===== src/rtl/fbpa_pkg.sv =====
// Shared constants and codes for the fixed block pool allocator.
`timescale 1ns / 1ps
`default_nettype none

package fbpa_pkg;

    // Pool geometry
    localparam int NUM_BLOCKS  = 16;
    localparam int BLOCK_BYTES = 64;

    // Stack index and depth widths
    localparam int IDX_W   = (NUM_BLOCKS > 1) ? $clog2(NUM_BLOCKS) : 1;
    localparam int DEPTH_W = $clog2(NUM_BLOCKS + 1);

    // Bytes covered by the pool, kept one bit wider than an address
    localparam logic [32:0] POOL_BYTES = 33'(NUM_BLOCKS * BLOCK_BYTES);

    // Field widths
    localparam int ADDR_W   = 32;
    localparam int OP_W     = 2;
    localparam int STATUS_W = 2;
    localparam int COUNT_W  = 5;

    // Operation codes
    localparam logic [OP_W-1:0] OP_INIT  = 2'd0;
    localparam logic [OP_W-1:0] OP_ALLOC = 2'd1;
    localparam logic [OP_W-1:0] OP_FREE  = 2'd2;

    // Status codes
    localparam logic [STATUS_W-1:0] ST_OK     = 2'd0;
    localparam logic [STATUS_W-1:0] ST_EMPTY  = 2'd1;
    localparam logic [STATUS_W-1:0] ST_REJECT = 2'd2;
    localparam logic [STATUS_W-1:0] ST_FULL   = 2'd3;

    typedef logic [ADDR_W-1:0] t_addr;

endpackage

`default_nettype wire


===== src/rtl/fixed_block_pool_allocator.sv =====
// Top level: LIFO free-list allocator for a pool of equal-size blocks.
//
// Usage
// - Input channel (i_in_valid / o_in_stall) carries one beat per operation:
//   i_op selects init, allocate or free; i_address is the block to free.
// - Output channel (o_out_valid / i_out_stall) returns one beat per input
//   beat: status, allocated block address and the free count after the op.
// - Config channel (i_cfg_valid / o_cfg_ready) writes pool_base; write it
//   only while no operation is in flight. Ready is always high.
// Sequencing (receiver not stalling)
// - Free, unused op, empty allocate: S_FIN, then the output register;
//   allocate goes through S_ALLOC first for the registered stack read;
//   init: S_INIT, one stack entry written per cycle, single write port.
// - The result sits in an output register; the next beat is taken while
//   a finished result is still waiting on a stalled receiver.
// - When the receiver stalls, the result holds; a second finished result
//   waits in the block and the input side stalls until it moves.
// Reset
// - Free list empty (count 0), pool_base 0, no result pending. Stack
//   entries are undefined until init or free writes them.
`timescale 1ns / 1ps
`default_nettype none

module fixed_block_pool_allocator
    import fbpa_pkg::*;
(
    input  wire                    i_clk,
    input  wire                    i_rst_n,
    // operation input
    input  wire                    i_in_valid,
    output logic                   o_in_stall,
    input  wire  [OP_W-1:0]        i_op,
    input  wire  [ADDR_W-1:0]      i_address,
    // result output
    output logic                   o_out_valid,
    input  wire                    i_out_stall,
    output logic [STATUS_W-1:0]    o_status,
    output logic [ADDR_W-1:0]      o_block_address,
    output logic [COUNT_W-1:0]     o_free_count,
    // pool_base write
    input  wire                    i_cfg_valid,
    output logic                   o_cfg_ready,
    input  wire  [ADDR_W-1:0]      i_cfg_data
);

    // Sequencer states
    localparam logic [1:0] S_IDLE  = 2'd0;  // waiting for a beat
    localparam logic [1:0] S_INIT  = 2'd1;  // filling the stack
    localparam logic [1:0] S_ALLOC = 2'd2;  // stack read in flight
    localparam logic [1:0] S_FIN   = 2'd3;  // result ready for output reg

    // Free stack memory, synchronous read
    t_addr r_stack [NUM_BLOCKS];
    t_addr r_rd_data;

    logic [1:0]          r_state, n_state;
    logic [DEPTH_W-1:0]  r_depth, n_depth;
    t_addr               r_pool_base;
    logic [IDX_W-1:0]    r_fill_idx, n_fill_idx;
    t_addr               r_fill_addr, n_fill_addr;

    // Result waiting for the output register
    logic [STATUS_W-1:0] r_res_status, n_res_status;
    t_addr               r_res_block, n_res_block;

    // Output register
    logic                r_out_valid;
    logic [STATUS_W-1:0] r_out_status;
    t_addr               r_out_block;
    logic [COUNT_W-1:0]  r_out_count;

    logic                w_accept;
    logic                w_out_load;
    logic                w_wr_en;
    logic [IDX_W-1:0]    w_wr_idx;
    t_addr               w_wr_data;
    logic [IDX_W-1:0]    w_rd_idx;
    logic [DEPTH_W-1:0]  w_depth_m1;
    logic [32:0]         w_addr33;
    logic [32:0]         w_base33;
    logic [32:0]         w_end33;
    logic                w_in_pool;
    logic [DEPTH_W+COUNT_W-1:0] w_count_ext;

    assign o_cfg_ready = 1'b1;
    assign o_in_stall  = (r_state != S_IDLE);
    assign w_accept    = i_in_valid && !o_in_stall;
    assign w_out_load  = (r_state == S_FIN) && (!r_out_valid || !i_out_stall);

    // Range check; the end does not wrap, so a pool past 2^32 takes all
    // addresses from the base up.
    assign w_addr33  = {1'b0, i_address};
    assign w_base33  = {1'b0, r_pool_base};
    assign w_end33   = w_base33 + POOL_BYTES;
    assign w_in_pool = (w_addr33 >= w_base33) && (w_addr33 < w_end33);

    // Top of stack for a pop
    assign w_depth_m1 = r_depth - DEPTH_W'(1);
    assign w_rd_idx   = w_depth_m1[IDX_W-1:0];

    // Free count, masked to the output width
    assign w_count_ext = {{COUNT_W{1'b0}}, r_depth};

    always_comb begin
        n_state      = r_state;
        n_depth      = r_depth;
        n_fill_idx   = r_fill_idx;
        n_fill_addr  = r_fill_addr;
        n_res_status = r_res_status;
        n_res_block  = r_res_block;
        w_wr_en      = 1'b0;
        w_wr_idx     = r_depth[IDX_W-1:0];
        w_wr_data    = i_address;

        case (r_state)
            S_IDLE: begin
                if (w_accept) begin
                    n_res_status = ST_OK;
                    n_res_block  = '0;
                    n_state      = S_FIN;
                    case (i_op)
                        OP_INIT: begin
                            n_fill_idx  = '0;
                            n_fill_addr = r_pool_base;
                            n_state     = S_INIT;
                        end
                        OP_ALLOC: begin
                            if (r_depth == '0) begin
                                n_res_status = ST_EMPTY;
                            end else begin
                                n_depth = w_depth_m1;
                                n_state = S_ALLOC;
                            end
                        end
                        OP_FREE: begin
                            if (i_address == '0 || !w_in_pool) begin
                                n_res_status = ST_REJECT;
                            end else if (r_depth == DEPTH_W'(NUM_BLOCKS)) begin
                                n_res_status = ST_FULL;
                            end else begin
                                w_wr_en = 1'b1;
                                n_depth = r_depth + DEPTH_W'(1);
                            end
                        end
                        default: begin
                            // unused op: no change, plain ok result
                        end
                    endcase
                end
            end
            S_INIT: begin
                w_wr_en     = 1'b1;
                w_wr_idx    = r_fill_idx;
                w_wr_data   = r_fill_addr;
                n_fill_idx  = r_fill_idx + IDX_W'(1);
                n_fill_addr = r_fill_addr + ADDR_W'(BLOCK_BYTES);
                if (r_fill_idx == IDX_W'(NUM_BLOCKS - 1)) begin
                    n_depth = DEPTH_W'(NUM_BLOCKS);
                    n_state = S_FIN;
                end
            end
            S_ALLOC: begin
                n_res_block = r_rd_data;
                n_state     = S_FIN;
            end
            S_FIN: begin
                if (w_out_load) begin
                    n_state = S_IDLE;
                end
            end
            default: begin
                n_state = S_IDLE;
            end
        endcase
    end

    // Stack memory: one write port, one registered read port
    always_ff @(posedge i_clk) begin
        if (w_wr_en) begin
            r_stack[w_wr_idx] <= w_wr_data;
        end
        r_rd_data <= r_stack[w_rd_idx];
    end

    // Control state
    always_ff @(posedge i_clk) begin
        if (!i_rst_n) begin
            r_state     <= S_IDLE;
            r_depth     <= '0;
            r_pool_base <= '0;
            r_out_valid <= 1'b0;
        end else begin
            r_state <= n_state;
            r_depth <= n_depth;
            if (i_cfg_valid && o_cfg_ready) begin
                r_pool_base <= i_cfg_data;
            end
            if (w_out_load) begin
                r_out_valid <= 1'b1;
            end else if (!i_out_stall) begin
                r_out_valid <= 1'b0;
            end
        end
    end

    // Payload
    always_ff @(posedge i_clk) begin
        r_fill_idx   <= n_fill_idx;
        r_fill_addr  <= n_fill_addr;
        r_res_status <= n_res_status;
        r_res_block  <= n_res_block;
        if (w_out_load) begin
            r_out_status <= r_res_status;
            r_out_block  <= r_res_block;
            r_out_count  <= w_count_ext[COUNT_W-1:0];
        end
    end

    assign o_out_valid     = r_out_valid;
    assign o_status        = r_out_status;
    assign o_block_address = r_out_block;
    assign o_free_count    = r_out_count;

endmodule

`default_nettype wire

===== config.mk =====
export PLATFORM = sky130hd
export DESIGN_NAME = fixed_block_pool_allocator
export DESIGN_NICKNAME = d
export VERILOG_FILES = /design/src/rtl/fbpa_pkg.sv /design/src/rtl/fixed_block_pool_allocator.sv
export SDC_FILE = /design/constraint.sdc
export NUM_CORES = 1
export LEC_CHECK = 0
export BUFFER_PORTS_ARGS = -buffer_cell sky130_fd_sc_hd__buf_4
export CORE_ASPECT_RATIO = 0.7
export CORE_MARGIN = 2
export CORE_UTILIZATION = 62
export CTS_CLUSTER_DIAMETER = 120
export CTS_CLUSTER_SIZE = 25
export DETAILED_ROUTE_END_ITERATION = 6
export PLACE_DENSITY = 0.8
export SYNTH_ARGS = -nofsm -noshare
export SYNTH_HDL_FRONTEND = slang
export SYNTH_SLANG_ARGS = --single-unit

===== constraint.sdc =====
create_clock -name i_clk -period 6 [get_ports i_clk]
set_input_delay 0.3 -clock i_clk [delete_from_list [all_inputs] [get_ports i_clk]]
set_output_delay 0.3 -clock i_clk [all_outputs]
set_load 0.1 [all_outputs]

# [Word-level counts from Yosys, hierarchy flattened]
# Memory sizes are Yosys's and may differ from the RTL's. A register that Yosys moved wholly into a read port is not among the register bits.
# Cells that the tools add are included.
[totals] memories=1 in_bits=71 ram_bits=512 register_bits=149 elab_cells=92
[op_classes] muxes=36 addsub=5 n_reduce_logical=21 order_cmp=2 eq_ne=16
[memory_table] memory="r_stack" depth=16 word_bits=32 rd=1 rd_clocked_by_memory_dff=1 write_ports=1 line_no="fixed_block_pool_allocator.sv:53" text="t_addr r_stack [NUM_BLOCKS];"
[op_table] op="$mux 32" count=4
[op_table] op="$pmux 32 s2" count=2
[op_table] op="$add 32x11->33 const B" count=1
[op_table] op="$lt 32x33->1" count=1
[op_table] op="$add 32x7->32 const B" count=1
[op_table] op="$ge 32x32->1" count=1
[op_table] op="$logic_not 32->1" count=1
[op_table] op="$mux 5" count=5
[op_table] op="$pmux 5 s2" count=2
[op_table] op="$mux 4" count=3
[op_table] op="$mux 1" count=10
[op_table] op="$mux 2" count=5
[op_table] op="$ne 3x3->1 const B" count=3
[op_table] op="$pmux 2 s2" count=2
[op_table] op="$pmux 2 s4" count=1
[op_table] op="$pmux 4 s2" count=1
[op_table] op="$reduce_and 7->1" count=1
[op_table] op="$eq 2x2->1 const B" count=3
[op_table] op="$ne 2x2->1 const B" count=3
[op_table] op="$reduce_and 3->1" count=2
[op_table] op="$reduce_bool 2->1" count=3
[op_table] op="$add 5x1->5 const B" count=1
[op_table] op="$eq 5x5->1 const B" count=1
[op_table] op="$logic_not 5->1" count=1
[op_table] op="other kinds (12)" count=22

# [Logic depth before layout (Yosys ltp)]
[logic_depth] word_depth=11 depth_mapped=16 ltp_nobuf=16

# [Least setup slack after synthesis]
# OpenSTA, ideal clock, no wires.
[synth_path] path_kind="register to register" from="register r_pool_base[10]" to="memory r_stack[6][0] in the netlist's numbering, enable pin" required_ns=5.579 setup_ns=0.421 slack_ns=0.737 arrival_time_ns=4.842 path_stages_with_launch=16 path_cell_list="dfxtp_1 > ha_1 > and4_4 > nand3_4 > nor3_1 > nand3_1 > xnor2_1 > ha_1 > and3_1 > a221o_1 > a31oi_1 > o22ai_1 > a211o_4 > nor3b_4 > a41oi_1 > nor2_1"
[synth_via] elab_chain_len=11 word_cells_on_any_way=12
[synth_lines] element="from (decl)" line_no="fixed_block_pool_allocator.sv:58" text="t_addr r_pool_base;"
[synth_lines] element="from (signal assigned)" line_no="fixed_block_pool_allocator.sv:196" text="r_pool_base <= i_cfg_data;"
[synth_lines] element="$add 32x11->33" line_no="fixed_block_pool_allocator.sv:94" text="assign w_end33 = w_base33 + POOL_BYTES;"
[synth_lines] element="$lt 32x33->1" line_no="fixed_block_pool_allocator.sv:95" text="assign w_in_pool = (w_addr33 >= w_base33) && (w_addr33 < w_end33);"
[synth_lines] element="$logic_and 1x1->1 (*)" line_no="fixed_block_pool_allocator.sv:95"
[synth_lines] element="$logic_not 1->1 (*)" line_no="fixed_block_pool_allocator.sv:136" text="if (i_address == '0 || !w_in_pool) begin"
[synth_lines] element="$logic_or 1x1->1 (*)" line_no="fixed_block_pool_allocator.sv:136"
[synth_lines] element="$mux 1 (*)" line_no="fixed_block_pool_allocator.sv:136"
[synth_lines] element="$mux 1 (*)" line_no="fixed_block_pool_allocator.sv:121" text="case (i_op)"
[synth_lines] element="$mux 1 (*)" line_no="fixed_block_pool_allocator.sv:117" text="if (w_accept) begin"
[synth_lines] element="$pmux 1 s2 (*)" line_no="fixed_block_pool_allocator.sv:115" text="case (r_state)"
[synth_lines] element="$mux 1 (*)" line_no="fixed_block_pool_allocator.sv:179" text="if (w_wr_en) begin"
[synth_lines] element="$mux 1 (implied by the code) (*)" line_no="fixed_block_pool_allocator.sv:180" text="r_stack[w_wr_idx] <= w_wr_data;"
[synth_lines] element="to (decl)" line_no="fixed_block_pool_allocator.sv:53"
# Every way passes the cells marked *; elsewhere a longest branch is shown, timed or not.

# [Worst setup path in the final report]
[layout_path] from="register r_pool_base[12]" to="memory r_stack[7][21] in the netlist's numbering, enable pin"
# The elaborated chain is that of the path after synthesis.

==> metrics.txt <==
summed negative setup slack over all endpoints 0 ns; Unique masters post-synth 66; first-pass detailed-route iteration total 7; endpoint type of the worst setup path flip-flop; routed vias/inst 6.33; post-route non-filler standard cell count about 2,300; Crit Reg-Reg Startpoint r_pool_base[12]$_SDFFE_PN0P_; capture point of the worst reg-to-reg path r_stack[7][21]$_DFFE_PP_; pin count of the biggest net entering global routing 114; post-layout instance area 31,400 sq um; min cycle time layout 5.21 ns; headroom to the max-slew limit 0.258; wire per inst around 26 um; Clock Skew ~0.035 ns; drt drc 0; clock tree from TritonCTS yes; number of hold violations in the final report 0; total die area 47,600 sq um; Placement Rows 65; ys async rst share 0; die height between 150 and 200 um; Critical Path Source Type flip-flop; number of flops mapped to enable cells by yosys 621; Mapped Nets 1,686; Place WS 0.907 ns; top achievable clock speed 192 MHz; synth-to-layout area growth 10.3%; status completed; data arrival at the endpoint of the critical path roughly 5.5 ns; number of buffers added for setup after CTS 0; detailed-placement wirelength estimate 39,200 um; number of instances in the synthesized netlist about 1,500; Worst Setup EP r_stack[7][21]$_DFFE_PP_; Die Wd 260 um; max-slew violation total from the final report 0; TritonCTS sink count ~690; Worst Setup Slack, final just under 0.8 ns; Area contributors post-synth sky130_fd_sc_hd__edfxtp_1 (66%), sky130_fd_sc_hd__mux4_2 (13%), sky130_fd_sc_hd__dfxtp_1 (5.1%); path type of the worst setup path flip-flop to flip-flop; cell area after synthesis 28,400 sq um; total cell area at the placement stage 30,200 sq um; register bit count reported by yosys 693; final clock period utilization by the worst path 0.868; count of boundary I/O pins 113; number of global-route vias before repair 14,500; maximum buffer depth of the clock tree 3; Worst Path Required around 6.3 ns; root cell of the clock tree sky130_fd_sc_hd__clkbuf_16; effective utilization at floorplan 0.630; slew at the pin with the worst max-slew slack ~1.1 ns; fraction of the yosys area taken by sequential cells 0.706; Top FF cell, synth sky130_fd_sc_hd__edfxtp_1; count of final setup violators 0; diode count 0; Port Buffer Count between 100 and 150; number of max-capacitance violations reported 0; count of yosys warnings during synthesis 0; critical path fanouts, max 27; final antenna-violating net count 0; standard cell core area 45,100 sq um; post-cts gate resize count 0; share of layout cells above drive strength 1 0.234; largest area contributor in the synthesized netlist sky130_fd_sc_hd__edfxtp_1; Static Leak 10.2 nW; CTS H-Tree Depth 1; initial antenna violation count 0; Setup crit start r_pool_base[12]$_SDFFE_PN0P_; clock slew at reported path FFs 0.11 ns; overall routed net length 61,200 um; register-to-register setup slack 0.79 ns; grt ovf 0; wire length of the first global-routing pass 93,000 um; net total in the final layout 1,826; unrepaired setup endpoints after global routing false; mean post-synth cell area 18.4 sq um; post-synth top area share 0.656; Pwr Density 436 nW/um^2; clock buffers created by TritonCTS 31; clock latency on the worst-skew pair 0.64 ns; Max IR drop VDD 0.000394 V; Routability Congestion 0.914; final hold slack between 0.1 and 0.15 ns; Cells after DPL 2,226; global-route total usage across every layer 0.264; first-iteration detailed-routing DRC count around 1,700; Worst Hold Class primary input to flip-flop; R2R cell count 17; count of vias placed by the detailed router 14,700
[synthesized netlist by cell type, types with 33 or more instances]
master                     instances
sky130_fd_sc_hd__nor2_1           73
sky130_fd_sc_hd__xnor2_1          33
sky130_fd_sc_hd__nand2_1          48
sky130_fd_sc_hd__dfxtp_1          72
sky130_fd_sc_hd__inv_1            54
sky130_fd_sc_hd__nor2b_1          41
sky130_fd_sc_hd__a21oi_1          47
sky130_fd_sc_hd__edfxtp_1        621
sky130_fd_sc_hd__and2_1           39
sky130_fd_sc_hd__ha_1             67
sky130_fd_sc_hd__clkbuf_1         47
sky130_fd_sc_hd__mux4_2          160
sky130_fd_sc_hd__mux2i_1          35
[kinds of logic after synthesis]
| family | synth area share |
|---|---|
| DFF | 0.706 |
| muxes | 0.151 |
| and+or+nand+nor | 0.0554 |
| xor gates and xnor gates | 0.0151 |
| other | 0.000132 |
| AOI/OAI and AO/OA | 0.0249 |
| adders and majority gates | 0.0295 |
| buffers and inverters | 0.0173 |
[where the power goes]
group | switching (mW) | leakage, nW | total [mW] | internal [mW]
clock network | 1.41 | 0.421 | 2.41 | 0.991
registers | 0.256 | 6.24 | 6.50 | 6.24
logic | 2.80 | 3.52 | 4.76 | 1.96
[registers in the layout, summed over array words and instances (netlist names), 4 cells and up]
register,flops
r_depth,5
r_rd_data,32
r_fill_addr,32
o_free_count,5
r_fill_idx,4
r_pool_base,32
r_stack,512
o_block_address,32
r_res_block,32
[metrics by stage]
stage	power (mW)	utilization
after global placement	11.3	0.668
after CTS	13.8	0.695
after detailed placement	11.4	0.668
final	13.7	0.695
after global routing	14.2	0.695
after floorplan	9.84	-
[placed cells by master (no fill, tap or decap), drive strengths merged, types with 16 or more instances in the layout]
cell type / count
a21oi: 47
and2: 39
buf: 140
clkbuf: 56
dfxtp: 72
dlygate4sd3: 32
edfxtp: 621
ha: 67
inv: 56
mux2: 31
mux2i: 35
mux4: 160
nand2: 48
nand3: 19
nand4: 19
nor2: 73
nor2b: 41
xnor2: 33
xor2: 16
[timing repair]
action	4_1_cts	5_1_grt
endpoints found under the hold margin	32	0
setup endpoints to repair	0	0
hold buffers	32	0
[critical path, cell delays in order, from the launching register on]
cell and delay [ns]:
sky130_fd_sc_hd__dfxtp_1 0.48, sky130_fd_sc_hd__inv_1 0.10, sky130_fd_sc_hd__nor3_1 0.19, sky130_fd_sc_hd__nand3_1 0.10, sky130_fd_sc_hd__buf_4 0.19, sky130_fd_sc_hd__nor2_1 0.28, sky130_fd_sc_hd__nand4_1 0.15, sky130_fd_sc_hd__xnor2_1 0.15
sky130_fd_sc_hd__ha_1 0.31, sky130_fd_sc_hd__a21oi_1 0.16, sky130_fd_sc_hd__nand2_1 0.09, sky130_fd_sc_hd__a221oi_1 0.51, sky130_fd_sc_hd__nor3_1 0.16, sky130_fd_sc_hd__a211o_4 0.40, sky130_fd_sc_hd__nor3b_4 0.31, sky130_fd_sc_hd__a41oi_1 0.46
sky130_fd_sc_hd__nor2_4 0.36, sky130_fd_sc_hd__buf_4 0.42
[how the worst min path moves through the flow]
stage / from / depth (start not counted) / to
after global placement: r_res_block[29]$_SDFFCE_PN0P_ / 0 / o_block_address[29]$_DFFE_PP_
after global routing: i_out_stall / 3 / o_out_valid$_SDFFE_PN0P_
after floorplan: r_res_block[0]$_SDFFCE_PN0P_ / 0 / o_block_address[0]$_DFFE_PP_
after detailed placement: r_res_block[9]$_SDFFCE_PN0P_ / 0 / o_block_address[9]$_DFFE_PP_
final: i_out_stall / 3 / o_out_valid$_SDFFE_PN0P_
after CTS: i_out_stall / 3 / o_out_valid$_SDFFE_PN0P_
[per-layer routing]
metal / track usage / routed length [um]
met5: 0 / 0
met4: 0.0531 / 1230
met3: 0.0348 / 4200
met2: 0.419 / 29600
met1: 0.402 / 26200
[layout make-up]
type | count | area, sq um
clock inverters | 2 | 17.5
flip-flops and latches | 693 | 20100
clock buffers | 56 | 870
inverters | 54 | 203
fillers | 2828 | 13800
repair buffers | 172 | 1400
well taps | 603 | 754
multi-input cells | 736 | 8030
Note: power is estimated with default switching activity, not from simulation.
